**src/sv/kgst_pkg.sv**
```systemverilog
// shared types, codes and helpers of the key grid self-test sequencer
package kgst_pkg;

  // width of the cell vector that first_set searches, and the default grid size
  localparam int unsigned KGST_CELL_MAX   = 32;
  localparam int unsigned KGST_CELL_COUNT = 16;

  // item modes
  localparam logic [1:0] MODE_START = 2'd0;
  localparam logic [1:0] MODE_KEY   = 2'd1;
  localparam logic [1:0] MODE_TICK  = 2'd2;

  // verdict codes
  localparam logic [1:0] VERDICT_OK     = 2'd0;
  localparam logic [1:0] VERDICT_NO_KEY = 2'd1;
  localparam logic [1:0] VERDICT_STUCK  = 2'd2;

  // configuration register indexes
  localparam logic [2:0] CFG_BOOT_STUCK   = 3'd0;
  localparam logic [2:0] CFG_FORCE_FULL   = 3'd1;
  localparam logic [2:0] CFG_STORED_MASK  = 3'd2;
  localparam logic [2:0] CFG_KEY_TIMEOUT  = 3'd3;
  localparam logic [2:0] CFG_PASS_LIMIT   = 3'd4;

  // configuration register reset values
  localparam logic [15:0] CFG_BOOT_STUCK_RST  = 16'h0000;
  localparam logic        CFG_FORCE_FULL_RST  = 1'b1;
  localparam logic [15:0] CFG_STORED_MASK_RST = 16'hFFFF;
  localparam logic [31:0] CFG_KEY_TIMEOUT_RST = 32'd10000000;
  localparam logic [3:0]  CFG_PASS_LIMIT_RST  = 4'd2;

  typedef struct packed {
    logic [15:0] boot_stuck_mask;
    logic        force_full_run;
    logic [15:0] stored_health_mask;
    logic [31:0] key_timeout_us;
    logic [3:0]  pass_limit;
  } cfg_t;

  typedef struct packed {
    logic [1:0]  mode;
    logic [3:0]  cell_req;
    logic [63:0] now_us;
  } item_t;

  typedef struct packed {
    logic        outcome_valid;
    logic [3:0]  outcome_cell;
    logic [1:0]  verdict;
    logic [3:0]  outcome_pass;
    logic [15:0] health_mask;
    logic        run_complete;
    logic [4:0]  lit_cell;
  } result_t;

  // lowest set bit of a cell vector, KGST_CELL_MAX when none is set
  function automatic logic [5:0] first_set(input logic [KGST_CELL_MAX-1:0] v);
    logic [5:0] idx;
    idx = 6'(KGST_CELL_MAX);
    for (int i = KGST_CELL_MAX - 1; i >= 0; i--) begin
      if (v[i]) begin
        idx = 6'(i);
      end
    end
    return idx;
  endfunction

endpackage

```
**src/sv/key_grid_self_test_sequencer_unit.sv**
```systemverilog
// Key grid self-test sequencer: a start item loads the health mask and lights the lowest
// healthy cell; key-down items on the lit cell pass it, tick items at or past the deadline
// condemn or retry it, and every item returns exactly one result carrying the verdict (if
// any), the health mask, the completion flag and the lit cell. One item is taken every
// clock while out_ready is high; each item passes through the input register, then the
// result register, where its result is held until out_ready takes it. While a result
// waits for out_ready the input register still takes one more item, after which in_ready
// stays low until the result is taken. The cycle is set by the next-cell priority encoder
// and the 64-bit deadline add and compare. Configuration must be written by the user
// through cfg_we/cfg_index/cfg_data while the block is idle (not enforced by the block).
module key_grid_self_test_sequencer_unit
  import kgst_pkg::*;
#(
  parameter int unsigned CELL_COUNT = KGST_CELL_COUNT
) (
  input  logic        clk,
  input  logic        rst_n,
  input  logic        cfg_we,
  input  logic [2:0]  cfg_index,
  input  logic [31:0] cfg_data,
  input  logic        in_valid,
  output logic        in_ready,
  input  logic [1:0]  in_mode,
  input  logic [3:0]  in_cell_req,
  input  logic [63:0] in_now_us,
  output logic        out_valid,
  input  logic        out_ready,
  output logic        out_outcome_valid,
  output logic [3:0]  out_outcome_cell,
  output logic [1:0]  out_verdict,
  output logic [3:0]  out_outcome_pass,
  output logic [15:0] out_health_mask,
  output logic        out_run_complete,
  output logic [4:0]  out_lit_cell
);

  cfg_t    cfg;
  item_t   item_r;
  logic    item_vld_r;
  result_t res;
  result_t res_r;
  logic    res_vld_r;
  logic    go;

  kgst_cfg_regs u_cfg (
    .clk       (clk),
    .rst_n     (rst_n),
    .cfg_we    (cfg_we),
    .cfg_index (cfg_index),
    .cfg_data  (cfg_data),
    .cfg       (cfg)
  );

  kgst_seq #(
    .CELL_COUNT (CELL_COUNT)
  ) u_seq (
    .clk     (clk),
    .rst_n   (rst_n),
    .cfg     (cfg),
    .item    (item_r),
    .item_en (go),
    .result  (res)
  );

  // the held item is processed when the result register can take its result
  assign go       = item_vld_r && (!res_vld_r || out_ready);
  assign in_ready = !item_vld_r || go;

  // input register
  always_ff @(posedge clk) begin
    if (!rst_n) begin
      item_vld_r <= 1'b0;
    end else if (in_ready) begin
      item_vld_r <= in_valid;
    end
  end

  always_ff @(posedge clk) begin
    if (in_valid && in_ready) begin
      item_r.mode     <= in_mode;
      item_r.cell_req <= in_cell_req;
      item_r.now_us   <= in_now_us;
    end
  end

  // result register
  always_ff @(posedge clk) begin
    if (!rst_n) begin
      res_vld_r <= 1'b0;
    end else if (go) begin
      res_vld_r <= 1'b1;
    end else if (out_ready) begin
      res_vld_r <= 1'b0;
    end
  end

  always_ff @(posedge clk) begin
    if (go) begin
      res_r <= res;
    end
  end

  assign out_valid         = res_vld_r;
  assign out_outcome_valid = res_r.outcome_valid;
  assign out_outcome_cell  = res_r.outcome_cell;
  assign out_verdict       = res_r.verdict;
  assign out_outcome_pass  = res_r.outcome_pass;
  assign out_health_mask   = res_r.health_mask;
  assign out_run_complete  = res_r.run_complete;
  assign out_lit_cell      = res_r.lit_cell;

endmodule

```
**src/sv/kgst_cfg_regs.sv**
```systemverilog
// configuration register file of the key grid self-test sequencer
module kgst_cfg_regs
  import kgst_pkg::*;
(
  input  logic        clk,
  input  logic        rst_n,
  input  logic        cfg_we,
  input  logic [2:0]  cfg_index,
  input  logic [31:0] cfg_data,
  output cfg_t        cfg
);

  cfg_t cfg_r;

  // register writes, unknown indexes are dropped
  always_ff @(posedge clk) begin
    if (!rst_n) begin
      cfg_r.boot_stuck_mask    <= CFG_BOOT_STUCK_RST;
      cfg_r.force_full_run     <= CFG_FORCE_FULL_RST;
      cfg_r.stored_health_mask <= CFG_STORED_MASK_RST;
      cfg_r.key_timeout_us     <= CFG_KEY_TIMEOUT_RST;
      cfg_r.pass_limit         <= CFG_PASS_LIMIT_RST;
    end else if (cfg_we) begin
      unique case (cfg_index)
        CFG_BOOT_STUCK:  cfg_r.boot_stuck_mask    <= cfg_data[15:0];
        CFG_FORCE_FULL:  cfg_r.force_full_run     <= cfg_data[0];
        CFG_STORED_MASK: cfg_r.stored_health_mask <= cfg_data[15:0];
        CFG_KEY_TIMEOUT: cfg_r.key_timeout_us     <= cfg_data;
        CFG_PASS_LIMIT:  cfg_r.pass_limit         <= cfg_data[3:0];
        default: ;
      endcase
    end
  end

  assign cfg = cfg_r;

endmodule

```
**src/sv/kgst_seq.sv**
```systemverilog
// test state registers and the per-item next-state and result logic
module kgst_seq
  import kgst_pkg::*;
#(
  parameter int unsigned CELL_COUNT = KGST_CELL_COUNT
) (
  input  logic    clk,
  input  logic    rst_n,
  input  cfg_t    cfg,
  input  item_t   item,
  input  logic    item_en,
  output result_t result
);

  localparam int unsigned IDX_W = $clog2(CELL_COUNT + 1);
  localparam logic [IDX_W-1:0] NO_CELL = IDX_W'(CELL_COUNT);
  localparam logic [CELL_COUNT-1:0] ALL_CELLS = '1;

  logic [CELL_COUNT-1:0] health_r, health_nxt;
  logic [CELL_COUNT-1:0] stuck_r, stuck_nxt;
  logic [CELL_COUNT-1:0] pending_r, pending_nxt;
  logic [CELL_COUNT-1:0] retry_r, retry_nxt;
  logic [3:0]            pass_r, pass_nxt;
  logic                  done_r, done_nxt;
  logic [IDX_W-1:0]      cur_r, cur_nxt;
  logic [63:0]           deadline_r, deadline_nxt;

  logic                  active;
  logic [CELL_COUNT-1:0] cur_bit;
  logic                  resolve;
  logic                  do_adv;
  logic [1:0]            verdict;
  logic [IDX_W-1:0]      start_idx;
  logic [CELL_COUNT-1:0] cand;
  logic [63:0]           new_deadline;

  assign active       = !done_r && (cur_r < NO_CELL);
  assign cur_bit      = (cur_r < NO_CELL) ? (ALL_CELLS & CELL_COUNT'(1)) << cur_r : '0;
  assign new_deadline = item.now_us + 64'(cfg.key_timeout_us);

  // item decode, verdict, then advance to the next pending cell, a retry pass or the end of the run
  always_comb begin
    health_nxt   = health_r;
    stuck_nxt    = stuck_r;
    pending_nxt  = pending_r;
    retry_nxt    = retry_r;
    pass_nxt     = pass_r;
    done_nxt     = done_r;
    cur_nxt      = cur_r;
    deadline_nxt = deadline_r;
    resolve      = 1'b0;
    do_adv       = 1'b0;
    verdict      = VERDICT_OK;
    start_idx    = '0;
    cand         = '0;
    result       = '0;

    unique case (item.mode)
      MODE_START: begin
        stuck_nxt   = CELL_COUNT'(cfg.boot_stuck_mask);
        health_nxt  = cfg.force_full_run ? ALL_CELLS : CELL_COUNT'(cfg.stored_health_mask);
        pending_nxt = health_nxt;
        retry_nxt   = '0;
        pass_nxt    = 4'd1;
        done_nxt    = 1'b0;
        cur_nxt     = NO_CELL;
        do_adv      = 1'b1;
      end
      MODE_KEY: begin
        if (active && (6'(item.cell_req) == 6'(cur_r))) begin
          stuck_nxt = stuck_r & ~cur_bit;
          verdict   = VERDICT_OK;
          resolve   = 1'b1;
        end
      end
      MODE_TICK: begin
        if (active && (item.now_us >= deadline_r)) begin
          verdict = ((stuck_r & cur_bit) != '0) ? VERDICT_STUCK : VERDICT_NO_KEY;
          resolve = 1'b1;
        end
      end
      default: ;
    endcase

    // verdict on the lit cell
    if (resolve) begin
      result.outcome_valid = 1'b1;
      result.outcome_cell  = 4'(cur_r);
      result.verdict       = verdict;
      result.outcome_pass  = pass_r;
      pending_nxt          = pending_r & ~cur_bit;
      unique case (verdict)
        VERDICT_OK: begin
          retry_nxt = retry_r & ~cur_bit;
        end
        VERDICT_STUCK: begin
          retry_nxt  = retry_r & ~cur_bit;
          health_nxt = health_r & ~cur_bit;
        end
        default: begin
          if (pass_r >= cfg.pass_limit) begin
            health_nxt = health_r & ~cur_bit;
          end else begin
            retry_nxt = retry_r | cur_bit;
          end
        end
      endcase
      do_adv = 1'b1;
    end

    // light the next pending cell, open a retry pass, or finish the run
    if (do_adv) begin
      start_idx = (cur_nxt >= NO_CELL) ? '0 : IDX_W'(cur_nxt + 1'b1);
      cand      = pending_nxt & (ALL_CELLS << start_idx);
      if (cand != '0) begin
        cur_nxt      = IDX_W'(first_set(KGST_CELL_MAX'(cand)));
        deadline_nxt = new_deadline;
      end else if ((retry_nxt != '0) && (pass_nxt < cfg.pass_limit)) begin
        pass_nxt     = 4'(pass_nxt + 4'd1);
        pending_nxt  = retry_nxt;
        retry_nxt    = '0;
        cur_nxt      = IDX_W'(first_set(KGST_CELL_MAX'(pending_nxt)));
        deadline_nxt = new_deadline;
      end else begin
        health_nxt = health_nxt & ~retry_nxt;
        cur_nxt    = NO_CELL;
        done_nxt   = 1'b1;
      end
    end

    result.health_mask  = 16'(health_nxt);
    result.run_complete = done_nxt;
    result.lit_cell     = 5'(cur_nxt);
  end

  // state update on each processed item
  always_ff @(posedge clk) begin
    if (!rst_n) begin
      health_r   <= ALL_CELLS;
      stuck_r    <= '0;
      pending_r  <= '0;
      retry_r    <= '0;
      pass_r     <= 4'd1;
      done_r     <= 1'b0;
      cur_r      <= NO_CELL;
      deadline_r <= '0;
    end else if (item_en) begin
      health_r   <= health_nxt;
      stuck_r    <= stuck_nxt;
      pending_r  <= pending_nxt;
      retry_r    <= retry_nxt;
      pass_r     <= pass_nxt;
      done_r     <= done_nxt;
      cur_r      <= cur_nxt;
      deadline_r <= deadline_nxt;
    end
  end

endmodule

```
**config.mk**
```make
export PLATFORM = sky130hd
export DESIGN_NAME = key_grid_self_test_sequencer_unit
export DESIGN_NICKNAME = d
export VERILOG_FILES = /design/src/sv/kgst_pkg.sv /design/src/sv/key_grid_self_test_sequencer_unit.sv /design/src/sv/kgst_cfg_regs.sv /design/src/sv/kgst_seq.sv
export SDC_FILE = /design/constraint.sdc
export NUM_CORES = 1
export LEC_CHECK = 0
export ABC_CLOCK_PERIOD_IN_PS = 4300
export BUFFER_PORTS_ARGS = -buffer_cell sky130_fd_sc_hd__buf_2
export CORE_MARGIN = 3
export CORE_UTILIZATION = 55
export DETAILED_ROUTE_END_ITERATION = 10
export PLACE_DENSITY_LB_ADDON = 0.25
export SKIP_CTS_REPAIR_TIMING = 1
export SLEW_MARGIN = 25
export SYNTH_ARGS = -nofsm -noshare
export SYNTH_HDL_FRONTEND = slang
export SYNTH_SLANG_ARGS = --single-unit
export TNS_END_PERCENT = 20
```
**constraint.sdc**
```tcl
create_clock -name clk -period 4.3 [get_ports clk]
set_input_delay 0.215 -clock clk [delete_from_list [all_inputs] [get_ports clk]]
set_output_delay 0.215 -clock clk [all_outputs]
set_load 0.01 [all_outputs]
```
* Word-level counts from Yosys, hierarchy flattened
Cells that the tools add are included.
** Operators by class
- $add $sub $neg :: 3
- Magnitude comparators :: 5
- Equality and inequality tests :: 9
- Shift-type cells :: 2
- Muxes and demuxes :: 81
- Bitwise logic cells :: 10
- Reduce and logical (&&, ||, !) cells :: 28
** Operators by type and width (count)
- 2-to-1 mux 16 bit :: 21
- 2-to-1 mux 5 bit :: 35
- 2-to-1 mux 64 bit :: 2
- AND 16 bit :: 7
- adder 64 x 32 -> 64 bit :: 1
- >= comparator 64 bit :: 1
- case mux 16 bit (2 select lines) :: 2
- nonzero test 16 bit :: 3
- inverter 16 bit :: 2
- 2-to-1 mux 4 bit :: 6
- bitwise OR 16 bit :: 1
- << shifter 1 x 5 -> 16 bit (first input constant) :: 1
- << shifter 16 x 5 -> 16 bit (first input constant) :: 1
- 2-to-1 mux 11 bit :: 1
- 2-to-1 mux 1 bit :: 10
- AND reduction 2 bit :: 5
- equality test 3 x 2 -> 1 bit (second input constant) :: 2
- logical AND 1 bit :: 6
- 2-to-1 mux 2 bit :: 3
- AND reduction 3 bit :: 2
- nonzero test 2 bit :: 3
- adder 5 x 1 -> 5 bit (second input constant) :: 1
- equality test 4 x 5 -> 1 bit :: 1
- >= comparator 5 bit (second input constant) :: 1
- 15 further kinds :: 20
** Word-level totals
- Register bits :: 312
- Input bits :: 110
- Output and inout bits :: 35
- Logic and storage cells :: 163

* Longest topological paths before layout
Gate-level depths: netlist of run 1.
- Word-level depth :: 30
- Gate-level depth with buffers :: 22
- Mapped depth without buffers :: 17

* Cells and area by module
From an unflattened synthesis of run 1, not the netlist that was laid out.
** Unflattened totals
- Cell total of the unflattened synthesis :: 2074
- Area total of the unflattened synthesis :: 18391.4 µm²
** Modules (own cells, without submodules)
- kgst_seq :: instances 1, cells an instance 1679, area an instance 12344.3 µm², sequential area each 2762.6 µm²
- key_grid_self_test_sequencer_unit :: instances 1, cells an instance 112, area an instance 3196.8 µm², sequential area each 3133.0 µm²
- kgst_cfg_regs :: instances 1, cells an instance 283, area an instance 2850.2 µm², sequential area each 1381.3 µm²

* Worst setup path before layout of run 1
Ideal clock, no wire load.
- Path type :: register to register
- From :: register item_r[68] (netlist name)
- To :: register res_r, in the netlist out_health_mask[2], data pin
- Library setup time :: 0.262 ns
- Data arrival time :: 4.204 ns
- Data required time :: 4.038 ns
- Path slack :: -0.166 ns
- Cell stages (with the launch flop) :: 22
- Path buffers :: 5
- Clock period less this slack :: 4.466 ns
- Cells stage by stage :: edfxtp_1 > inv_1 > ha_1 > clkbuf_1 > clkbuf_1 > clkbuf_1 > nor2b_1 > ha_1 > xor2_1 > and2_1 > o21ai_0 > o21ai_0 > nor3_1 > nand2b_1 > nor4_1 > a21oi_1 > nand3b_1 > or2_1 > buf_2 > buf_6 > o31ai_1 > inv_1
** RTL lines
- from (decl) :: RTL line key_grid_self_test_sequencer_unit.sv:38 : item_t item_r;
- to (signal assigned) :: RTL line key_grid_self_test_sequencer_unit.sv:99 : res_r <= res;
- to (decl) :: RTL line key_grid_self_test_sequencer_unit.sv:41 : result_t res_r;

* Worst setup path after layout of run 1
- From :: register item_r[25] (netlist name)
- To :: register u_seq.deadline_r[17]
** On the way
- Word-level cells in the longest chain between the ends :: 12
- Elaborated cells between the ends (all ways) :: 20
- Classes of those cells :: 1 x order compare; 1 x eq/ne; 9 x mux; 1 x bitwise; 8 x reduce/logical
** Ends and longest elaborated chain
- >= comparator 64 bit * :: RTL line kgst_seq.sv:77 : if (active && (item.now_us >= deadline_r)) begin
- logical AND 1 bit * :: RTL line kgst_seq.sv:77
- 2-to-1 mux 2 bit :: RTL line kgst_seq.sv:77
- 2-to-1 mux 2 bit
- equality test 2 bit / zero test 2 bit (equally long branches) :: RTL line kgst_seq.sv:92 : unique case (verdict)
- OR reduction 2 bit (no line)
- 2-to-1 mux 16 bit
- 2-to-1 mux 16 bit :: RTL line kgst_seq.sv:86 : if (resolve) begin
- nonzero test 16 bit :: RTL line kgst_seq.sv:118 : end else if ((retry_nxt != '0) && (pass_nxt < cfg.pass_limit)) begin
- logical AND 1 bit :: RTL line kgst_seq.sv:118
- nonzero test 2 bit (no line)
- AND reduction 3 bit (no line)
- to (signal assigned) :: RTL line kgst_seq.sv:155 : deadline_r <= deadline_nxt;
- to (decl) :: RTL line kgst_seq.sv:26 : logic [63:0] deadline_r, deadline_nxt;
Every way passes the cells marked *; elsewhere a longest branch is shown, timed or not.
A chain may end at the register's enable or synchronous reset.

==> flow_summary.toml, run 1 <==
[critical_path]
worstPathRequired_ns = 4.74
crit_path_end_kind = "register"
cp_top_family = "simple AND/OR/NAND/NOR gates"
critPathArrivalTime_ns = 5.07
crit_top_cell = "buf_4"
cp_max_fo = 13
worstSetupStartpointType = "register"
slowest_stage = "nor2_1"
crit_chain = "ha_1 > nand4_1 > nor4_4 > o211ai_1 > a21oi_2 > o21a_2 > o31ai_4 > inv_4 > buf_6 > buf_4 > nor2_1 > buf_4 > buf_4 > nor2_1 > buf_4 > o21ai_4 > buf_12 > buf_12 > o31ai_2"
critPathKind = "register to register"
critPathBufInv = 8
cpPeakStageDelay_ns = 0.68

[die]
fp.coreArea_um2 = 32700
floorplan.die.height_um = 189
die_area_um2 = 35600
die_w_um = 189
start_util_pct = 56.1
ios = 145
rows = 66

[synthesis]
synth_top_family_by_area = "compound AO/OA/AOI/OAI gates"
synth_flop_cell = "dfxtp_1"
synth_compound_area_share_pct = 23.5
syn_inst = 2077
synth_warnings = 0
synthAdderAreaFrac_pct = 7.48
synth.top_cells.by_count = "nand2_1 (246), dfxtp_1 (209), nor2_1 (157)"
synth_simple_gate_area_share_pct = 20.1
synth_top_cell_by_area = "dfxtp_1"
synth_edf_count = 103
synth_top_area_share_pct = 22.8
synth_xor_area_share_pct = 3.01
netlist_area_um2 = 18300
yosysMostFrequentCell = "nand2_1"
synth_seq_area_share_pct = 39.7
ys_types = 105
syn_area_per_cell_um2 = 8.83
muxShareOfSynthArea_pct = 0.778
synth_fp_nets = 2296
yosys-top-cells-area = "dfxtp_1 (23%), edfxtp_1 (17%), ha_1 (7.4%), nand2_1 (5.0%), a21oi_1 (3.8%)"
ys_ff_latch = 312
async_flop_share_pct = 0

[cts]
insertion_delay_ns = 0.56
numClockSinks = 312
clk_pin_slew_ns = 0.07
tritoncts = "built"
h-tree-depth = 2
cts-buffers-inserted = 35
clockBufferDepth = 3
cts-root-buf = "clkbuf_16"

[placement]
post-place-ws_ns = -0.351
place_hpwl_mm = 49.6
gp_congestion = 1.06
dp_cells = 2813
portBuffers = 144
placed_area_um2 = 21200

[timing]
drv_slew = 0
fin_crit_ns = 4.62
finalSetupTns_ns = -22.64
hold_ws_ns = -0.0206
min_period_over_period_pct = 108
skew_ns = 0.0260
hold_viol = 2
finalWorstSetupSlack_ns = -0.324
setup_viol_count_final = 135
tightest_slew_ns = 0.896
rsz0062_at_grt = "yes"
fmax_ghz = 0.216
maxSlewHeadroom_pct = 40.3

[detailed_routing]
firstDrtPassIters = 6
post_drt_wl_per_cell_um = 24.6
routedLengthMet1_mm = 27.2
drt-initial-drc-count = 2137
viasPerCell = 6.44
wirelength_mm = 73.8
antenna_left = 0
top_layer = "met4"
wl_met2_mm = 34.8
dr_wl_met3_mm = 6.13
route.detailed.drc = 0
vias = 19300

[pwr]
p_per_area_nw_per_um2 = 302
total_power_mw = 7.34
peakVddDrop_uv = 344
power_leakage_nw = 9.84

[finish]
fin_util_pct = 74.3
drive_gt1_share_pct = 25.6
syn2layout_area_growth_pct = 32.4
stdcell_area_um2 = 24300
nNetsFinal = 2754
fin_cells = 3003

[global_routing]
antenna_found_initial = 1
grt_overflow = 0
grt_pass1_vias = 17500
grt_pass1_wl_mm = 99.8
grt_use_total_pct = 36.1
grt_max_degree = 73

[run_status]
violations = "negative hold slack, negative setup slack"
outcome = "finished with violations"

[run]
drv_cap = 0

[worst_hold_path]
hold_path_class = "input pin to register"
==> cell usage in the layout, fill, tap and decap left out, types with 12 or more instances in the layout <==
cell type	count
o221ai_1	15
o211ai_1	14
o21a_1	12
a31oi_1	18
nand2_1	245
inv_1	115
dlygate4sd3_1	102
nand3_1	100
buf_2	144
nor2_1	153
and2_1	19
a21oi_1	133
a22oi_1	25
edfxtp_1	103
o21ai_0	92
nand2b_1	13
buf_12	14
o31ai_2	25
xor2_1	29
ha_1	106
xnor2_1	34
o31ai_1	12
a21o_1	46
a211oi_2	12
dfxtp_1	209
nor3_1	21
clkbuf_16	39
buf_4	246
nor2b_1	20
buf_6	19
o211a_1	20
o21ai_1	19
and3_1	31
nand4_1	60
==> cell families (layout without fill, tap and decap cells) <==
kind of cell,after synthesis,in the layout
AND/OR/NAND/NOR,748,748
buffers and inverters,231,714
XOR/XNOR,63,63
multiplexers,14,14
AO/OA/AOI/OAI,600,600
other,0,1
adder cells (fa/ha/maj),109,109
flip-flops,312,312
==> tightest hold or removal path, cell delays in order <==
cell	delay, ns
buf_2	0.07
nor2b_1	0.07
nor2_1	0.09
nor2_1	0.04
==> flip-flops by register name, indices dropped and copies added (netlist names), 2 cells and up <==
register / count
out_outcome_pass: 4
u_seq.retry_r: 16
u_cfg.cfg: 69
item_r: 70
out_health_mask: 16
u_seq.stuck_r: 16
out_outcome_cell: 4
u_seq.health_r: 16
u_seq.cur_r: 5
out_verdict: 2
u_seq.pending_r: 16
u_seq.deadline_r: 64
u_seq.pass_r: 4
out_lit_cell: 5
==> final timing paths <==
check / start / endpoint / slack [ns] / cells after the start
worst max-delay path: item_r[25]$_DFFE_PP_ / u_seq.deadline_r[17]$_SDFFE_PN0P_ / -0.32 / 19
worst min-delay path: out_ready / out_valid$_SDFFE_PN0P_ / -0.02 / 4
worst max register to register: item_r[25]$_DFFE_PP_ / u_seq.deadline_r[17]$_SDFFE_PN0P_ / -0.32 / 19
worst min register to register: u_cfg.cfg[54]$_SDFFE_PN0P_ / u_cfg.cfg[54]$_SDFFE_PN0P_ / 0.46 / 2
==> per-layer routing <==
| layer | global-route usage (%) | vias up |
|---|---|---|
| met5 | 0 | - |
| met3 | 5.45 | 330 |
| met1 | 44.5 | 9215 |
| li1 | - | 8558 |
| met2 | 59.3 | 1232 |
| met4 | 22.7 | 0 |
==> layout make-up <==
type / count / area, um2
Multi-Input combinational cell: 1534 / 10700
Fill cell: 2243 / 8410
Sequential cell: 312 / 7280
Timing Repair Buffer: 532 / 4240
Clock buffer: 43 / 936
Tap cell: 442 / 553
Inverter: 120 / 455
Clock inverter: 19 / 156
Antenna cell: 1 / 2.50
==> where the power goes <==
| part | internal (mW) | switching [mW] |
|---|---|---|
| registers | 3.16 | 0.0808 |
| logic | 0.489 | 0.642 |
| clock network | 1.67 | 1.29 |
No activity file was read; power rests on OpenSTA's default activity.
==> run 2, diff against run 1 <==
--- a/config.mk
+++ b/config.mk
@@ -5,7 +5,7 @@
 export SDC_FILE = /design/constraint.sdc
 export NUM_CORES = 1
 export LEC_CHECK = 0
-export ABC_CLOCK_PERIOD_IN_PS = 4300
+export ABC_CLOCK_PERIOD_IN_PS = 4100
 export BUFFER_PORTS_ARGS = -buffer_cell sky130_fd_sc_hd__buf_2
 export CORE_MARGIN = 3
 export CORE_UTILIZATION = 55
==> constraint.sdc (replaced) <==
create_clock -name clk -period 4.1 [get_ports clk]
set_input_delay 0.205 -clock clk [delete_from_list [all_inputs] [get_ports clk]]
set_output_delay 0.205 -clock clk [all_outputs]
set_load 0.01 [all_outputs]
==> flow_summary.toml, run 2 (synthesis gave the netlist of run 1 again) <==
[timing]
tightest_slew_ns = 0.839
maxSlewHeadroom_pct = 44.1
fin_crit_ns = 4.56
finalWorstSetupSlack_ns = -0.459
drv_slew = 0
min_period_over_period_pct = 111
rsz0062_at_grt = "yes"
fmax_ghz = 0.219
finalSetupTns_ns = -41.50
hold_ws_ns = -0.0274
hold_viol = 1
skew_ns = 0.0262
setup_viol_count_final = 144

[cts]
numClockSinks = 312
tritoncts = "built"
insertion_delay_ns = 0.54
cts-buffers-inserted = 35
clockBufferDepth = 3
cts-root-buf = "clkbuf_16"
h-tree-depth = 2
clk_pin_slew_ns = 0.07

[die]
start_util_pct = 56.1
floorplan.die.height_um = 189
ios = 145
fp.coreArea_um2 = 32700
die_area_um2 = 35600
die_w_um = 189
rows = 66

[finish]
drive_gt1_share_pct = 27.0
diodes = 0
stdcell_area_um2 = 24800
nNetsFinal = 2812
syn2layout_area_growth_pct = 35.2
layout_common_cells = "buf_4 (309), nand2_1 (244), dfxtp_1 (208), nor2_1 (156), buf_2 (143)"
fin_util_pct = 75.9
largest-register = "item_r"
largest_reg_flops = 70
layout_commonest_cell = "buf_4"

[critical_path]
regToRegSetupSlack_ns = -0.46
slowest_stage = "edfxtp_1"
cp_max_fo = 7
crit_chain = "ha_4 > nand4_1 > nor4_4 > o211ai_1 > a21oi_2 > o21a_2 > o31ai_4 > inv_4 > buf_12 > a21oi_4 > buf_6 > a221o_1 > nor4_4 > nand2_2 > buf_4 > o211ai_4 > clkbuf_16 > clkbuf_16 > nand3_1 > o211a_1"
reg2reg_from = "item_r[25]$_DFFE_PP_"
crit_path_end_kind = "register"
critPathKind = "register to register"
critPathBufInv = 6
worstSetupStartpointType = "register"
cpPeakStageDelay_ns = 0.48
cp_top_family = "compound AO/OA/AOI/OAI gates"
regToRegEndpoint = "u_seq.deadline_r[53]$_SDFFE_PN0P_"
critPathArrivalTime_ns = 4.98
crit_end = "u_seq.deadline_r[53]$_SDFFE_PN0P_"
worstSetupStartpoint = "item_r[25]$_DFFE_PP_"
cp_num_cells = 20
worstPathRequired_ns = 4.52
reg2reg_depth = 20

[detailed_routing]
vias = 19500
top_layer = "met4"
wl_met2_mm = 33.9
dr_wl_met3_mm = 6.00
antenna_left = 0
drt-initial-drc-count = 2165
firstDrtPassIters = 8
route.detailed.drc = 0
post_drt_wl_per_cell_um = 23.7
viasPerCell = 6.36
wirelength_mm = 72.6
routedLengthMet1_mm = 26.8

[run_status]
outcome = "finished with violations"
violations = "negative hold slack, negative setup slack"

[placement]
post-place-ws_ns = -0.574
gp_congestion = 1.07
place_hpwl_mm = 48.9
placed_area_um2 = 21600
portBuffers = 144

[run]
drv_cap = 0

[global_routing]
grt_overflow = 0
grt_use_total_pct = 35.9
grt_pass1_vias = 17600
grt_max_degree = 110
antenna_found_initial = 0
grt_pass1_wl_mm = 100

[pwr]
p_per_area_nw_per_um2 = 323
peakVddDrop_uv = 405
power_leakage_nw = 10.2

[worst_hold_path]
hold_path_class = "input pin to register"
hold_depth = 4
==> run 2: cell types whose count changed in the layout (fill, tap and decap cells not counted), sizes merged <==
| cell | delta |
|---|---|
| buf | +59 |
| clkinv | -3 |
| clkbuf | +2 |
| bufinv | +1 |
| clkinvlp | +1 |
| diode | -1 |
| inv | -1 |
==> run 2: how the worst min path moves through the flow <==
stage,startpoint,end,slack [ns]
3_3_place_gp,in_now_us[11],item_r[11]$_DFFE_PP_,0.38
2_1_floorplan,in_now_us[0],item_r[0]$_DFFE_PP_,0.30
6_report,out_ready,out_valid$_SDFFE_PN0P_,-0.03
5_1_grt,cfg_index[1],u_cfg.cfg[52]$_SDFFE_PN1P_,0.007
3_5_place_dp,in_now_us[28],item_r[28]$_DFFE_PP_,0.38
4_1_cts,in_cell_req[0],item_r[64]$_DFFE_PP_,-0.17
==> run 2: worst min-delay path: stages <==
cell	delay (ns)
buf_2	0.08
nor2b_1	0.06
nor2_1	0.08
nor2_1	0.04
==> run 2: per-stage QoR <==
step,cells,power [mW]
floorplan,2077,4.02
global placement,2863,4.44
detailed placement,2863,4.47
CTS,2926,7.80
global route,3061,8.23
finish,3061,8.02
==> run 2: area by class of cell <==
| cell class | count | area (um2) |
|---|---|---|
| Clock buffer | 46 | 1050 |
| Clock inverter | 17 | 183 |
| Fill cell | 2230 | 7900 |
| Inverter | 120 | 455 |
| Multi-Input combinational cell | 1534 | 10600 |
| Sequential cell | 312 | 7280 |
| Tap cell | 442 | 553 |
| Timing Repair Buffer | 590 | 4650 |
==> run 2: power by group <==
group	switching (mW)	leakage (nW)	total, mW	internal (mW)
registers	0.0842	2.68	3.40	3.32
logic	0.672	6.90	1.21	0.534
clock network	1.40	0.599	3.41	2.01
==> run 2: layer usage <==
layer  vias up  GRT usage [%]
met1      9210           44.8
li1       8687              -
met4         0           22.0
met5         -              0
met2      1228           58.9
met3       357           5.17
